===== src/hdl/tte_pkg.sv =====
`timescale 1ns / 1ps

package tte_pkg;

  localparam int CFG_INDEX_BITS = 3;
  localparam int CFG_DATA_BITS  = 24;
  localparam int DELAY_BITS     = 16;
  localparam int GAIN_BITS      = 16;
  localparam int COEF_BITS      = 24;

  localparam logic [CFG_INDEX_BITS-1:0] REG_TAP1_DELAY    = 3'd0;
  localparam logic [CFG_INDEX_BITS-1:0] REG_TAP2_DELAY    = 3'd1;
  localparam logic [CFG_INDEX_BITS-1:0] REG_FEEDBACK_GAIN = 3'd2;
  localparam logic [CFG_INDEX_BITS-1:0] REG_COEF_B0       = 3'd3;
  localparam logic [CFG_INDEX_BITS-1:0] REG_COEF_B1       = 3'd4;
  localparam logic [CFG_INDEX_BITS-1:0] REG_COEF_B2       = 3'd5;
  localparam logic [CFG_INDEX_BITS-1:0] REG_COEF_A1       = 3'd6;
  localparam logic [CFG_INDEX_BITS-1:0] REG_COEF_A2       = 3'd7;

  // Controller to datapath commands, one step of the item sequence each.
  typedef struct packed {
    logic clear;    // write zero at the pointer and advance it
    logic load_in;  // capture the input sample
    logic rd1;      // read first tap
    logic rd2;      // read second tap, capture first tap
    logic mul_t;    // second tap times b0 and b1
    logic y_calc;   // form filter output, second tap times b2
    logic mul_y;    // filter output times a1 and a2
    logic upd;      // update filter state, filter output times gain
    logic wb;       // write slot back, advance pointer, load result
  } cmd_t;

  typedef struct packed {
    logic clear_last;  // pointer sits on the last slot
    logic cfg_busy;    // tap delay reduction still running
  } status_t;

endpackage


===== src/hdl/tte_ctrl.sv =====
`timescale 1ns / 1ps

module tte_ctrl (
  input  logic              clk,
  input  logic              rst,
  input  logic              in_valid,
  output logic              in_stall,
  output logic              out_valid,
  input  logic              out_stall,
  input  tte_pkg::status_t  status,
  output tte_pkg::cmd_t     cmd
);

  localparam logic [3:0] S_CLEAR = 4'd0;
  localparam logic [3:0] S_IDLE  = 4'd1;
  localparam logic [3:0] S_RD1   = 4'd2;
  localparam logic [3:0] S_RD2   = 4'd3;
  localparam logic [3:0] S_MULT  = 4'd4;
  localparam logic [3:0] S_YCALC = 4'd5;
  localparam logic [3:0] S_MULY  = 4'd6;
  localparam logic [3:0] S_UPD   = 4'd7;
  localparam logic [3:0] S_WB    = 4'd8;

  logic [3:0] state;
  logic [3:0] state_next;
  logic       out_free;
  logic       accept;

  assign out_free = !out_valid || !out_stall;
  assign in_stall = !((state == S_IDLE || (state == S_WB && out_free)) && !status.cfg_busy);
  assign accept   = in_valid && !in_stall;

  always_comb begin
    cmd         = '0;
    cmd.clear   = (state == S_CLEAR);
    cmd.load_in = accept;
    cmd.rd1     = (state == S_RD1);
    cmd.rd2     = (state == S_RD2);
    cmd.mul_t   = (state == S_MULT);
    cmd.y_calc  = (state == S_YCALC);
    cmd.mul_y   = (state == S_MULY);
    cmd.upd     = (state == S_UPD);
    cmd.wb      = (state == S_WB) && out_free;
  end

  always_comb begin
    state_next = state;
    unique case (state)
      S_CLEAR: if (status.clear_last) state_next = S_IDLE;
      S_IDLE:  if (accept) state_next = S_RD1;
      S_RD1:   state_next = S_RD2;
      S_RD2:   state_next = S_MULT;
      S_MULT:  state_next = S_YCALC;
      S_YCALC: state_next = S_MULY;
      S_MULY:  state_next = S_UPD;
      S_UPD:   state_next = S_WB;
      S_WB: begin
        if (out_free) begin
          state_next = accept ? S_RD1 : S_IDLE;
        end
      end
      default: state_next = S_IDLE;
    endcase
  end

  always_ff @(posedge clk) begin
    if (rst) begin
      state     <= S_CLEAR;
      out_valid <= 1'b0;
    end else begin
      state <= state_next;
      if (cmd.wb) begin
        out_valid <= 1'b1;
      end else if (out_valid && !out_stall) begin
        out_valid <= 1'b0;
      end
    end
  end

endmodule


===== config.mk =====
export PLATFORM = sky130hd
export DESIGN_NAME = tte_ctrl
export DESIGN_NICKNAME = d
export VERILOG_FILES = /design/src/hdl/tte_pkg.sv /design/src/hdl/tte_ctrl.sv
export SDC_FILE = /design/constraint.sdc
export NUM_CORES = 1
export LEC_CHECK = 0
export ABC_AREA = 1
export BUFFER_PORTS_ARGS = -buffer_cell sky130_fd_sc_hd__buf_2
export CAP_MARGIN = 10
export CELL_PAD_IN_SITES_DETAIL_PLACEMENT = 1
export CELL_PAD_IN_SITES_GLOBAL_PLACEMENT = 1
export CORE_AREA = 4 4 41 43
export DETAILED_ROUTE_END_ITERATION = 8
export DIE_AREA = 0 0 45 47
export PLACE_DENSITY = 0.71
export SYNTH_ARGS = -nofsm -noshare
export SYNTH_HDL_FRONTEND = slang
export SYNTH_SLANG_ARGS = --single-unit
export TNS_END_PERCENT = 100

===== constraint.sdc =====
create_clock -name clk -period 2.4 [get_ports clk]
set_clock_uncertainty 0.2 [all_clocks]
set_input_delay 0.24 -clock clk [delete_from_list [all_inputs] [get_ports clk]]
set_output_delay 0.24 -clock clk [all_outputs]
set_load 0.1 [all_outputs]

==> metrics.txt <==
crit path DAT=1600 ps; Crit path max-delay family=simple AND/OR/NAND/NOR gates; post-synth top area cell=dfxtp_1; CP Data Required Time=1960 ps; synthesized cell area=350 sq um; Skew-Pair Late Insertion Delay=240 ps; fraction of synthesized area in multiplexers=0%; Root Buffer=clkbuf_4; crit end category=output port; number of CTS-inserted buffers=3; Slew headroom=67.7%; Synth Area in Compound Gates=8.21%; DPL Wire Length=784 um; adder-cell share of the synthesized area=0%; Fillers=186; area grow syn2layout=36.8%; Reg clk slew, reported paths=40 ps; Setup CP Type=reg2out; fin crit period=2040 ps; final net count=83; first-pass GRT wire length=1.57 mm; CTS tree=done; f_max=0.491 GHz; crit path max fanout=7; reg2reg end=state[0]; Initial Util=26.9%; Mapped Nets=63; Synth area leaders=dfxtp_1 (29%), inv_1 (13%), nand2_1 (13%), nor2_1 (9.6%), nor2_4 (6.4%); Port-buffer cells=16; Core Box Area=1300 sq um; worst r2r src=state[0]; vias per std cell=4.42; largest family of logic cells by synthesized area=simple AND/OR/NAND/NOR gates; max cap viols=0; synthesized flop and latch total=5; Die Footprint=2120 sq um; CP max-delay cell=buf_2; layout cells sized above 1=38.2%; register area share after synthesis=28.6%; post-synthesis xor/xnor area fraction=0%; Syn Area/Cell=6.15 sq um; number of global-route vias before repair=402; status=completed; Critical path destination=cmd[7]; overall routing resource usage=9.96%; Finished Core Util=36.8%; DIE HEIGHT=47 um; top-area cell type share of the netlist area=28.6%; Mapped Cells=57; Pleak=0.000268 uW; Worst VDD drop=0.272 mV; Core Rows=13; setup bufs post-CTS=0; Final Setup Violations=0; Slew @ Worst Pin=487 ps; Hold Buf Count CTS=0; GPL Wtd Cong=0.714; Post-Synth Simple-Gate Area=47.1%; initial antenna violation count=0; crit path cell chain=nor2_4, nand3_2, nand2_2, nand3_2, inv_1, buf_2; via count=402; Avg WL per Cell=10.0 um; R2R cell count=8; most frequent cells in the layout=buf_2 (16), inv_1 (12), nand2_1 (12), nor2_1 (9), dfxtp_1 (4); CTS Buffer Depth=2; Final Slew Violations=0; DIE WIDTH=45 um; r2r setup slk=900 ps; most used cell, CP=nand3_2; Worst Path Buf+Inv=2; clk sinks=5; DR pass1 iterations=4; Distinct cells, synth=15; grt ovf=0; CP max stage delay=410 ps; post-route clock period utilization=84.9%; Inserted Diodes=0; WL final=912 um; Final Hold Fails=0; pwr dens=685 nW/um^2; post-CTS sizing=0; worst hold path class=in2reg; Synth Warn #=0; largest net degree at the start of global routing=8; DR iter-0 viols=2; H-tree Lvls=1; ANT nets after route=0; crit path from=state[0]; most common cell after layout, fill and taps aside=buf_2; hold slack=27.0 ps; RSZ-0062 raised after global routing=no; CP Depth=6; element type at the critical path start=flop; drc violations=0; boundary pin count=17
[routing by layer]
layer | GRT usage, % | share of wire [%] | vias to the layer above
met5 | 0 | 0 | -
met4 | 7.02 | 1.3 | 0
met3 | 1.15 | 6.0 | 2
met2 | 15.5 | 44 | 13
met1 | 12.8 | 48 | 175
li1 | - | - | 212
[worst reg2reg max path: stages (launching register included)]
cell,delay (ps)
dfxtp_1,390
nor2_4,190
nand3_2,130
nand2_2,100
nand3_2,80
a21oi_2,150
nand2_1,70
nand2_1,50
nor2_1,30
[power by group]
group | internal, uW | leakage, uW | switching (uW)
sequential | 88.3 | 0.0000412 | 9.38
combinational | 27.7 | 0.000211 | 107
clock | 62.8 | 0.0000150 | 32.9
[sequential cells by signal (all words and copies together) (netlist names)]
name       cells
out_valid      1
state          4
[Yosys cell counts]
library cell,count
inv_2,1
nor3_1,3
o21ai_1,1
buf_4,1
nor2_1,9
dfxtp_1,5
inv_1,12
nand2_1,12
a21oi_2,1
nand3_1,2
a21oi_1,3
nand4_1,2
nand3_2,2
nand2_2,1
nor2_4,2
[per-stage QoR]
stage	setup TNS [ps]	cells	area [sq um]	total power [uW]	setup slack, ps
floorplan	-61.7	57	362	212	-31.0
global placement	0	87	453	235	608
detailed placement	0	87	453	235	604
CTS	0	91	479	333	344
global route	0	91	479	348	256
finish	0	91	479	328	363
[area by class of cell]
type,count,area [sq um],share of cell area [%]
multi-input combinational,38,204,42.6
timing repair buffer,16,80.1,16.7
clock buffer,4,26.3,5.48
tap,15,18.8,3.92
sequential,5,101,21.1
inverter,13,48.8,10.2
[worst min path at each step]
stage | start | to | slack (ps) | cells after the start
global route | rst | out_valid | 40 | 2
floorplan | rst | out_valid | 100 | 1
finish | rst | out_valid | 30 | 2
CTS | rst | out_valid | 20 | 2
global placement | rst | out_valid | 270 | 2
detailed placement | rst | out_valid | 280 | 2
[cells by family (layout without fill, tap and decap cells)]
group,count (synthesis),after routing
buffers and inverters,14,33
AOI/OAI and AO/OA,5,5
and+or+nand+nor,33,33
DFF,5,5
No activity file was read; power rests on OpenSTA's default activity.
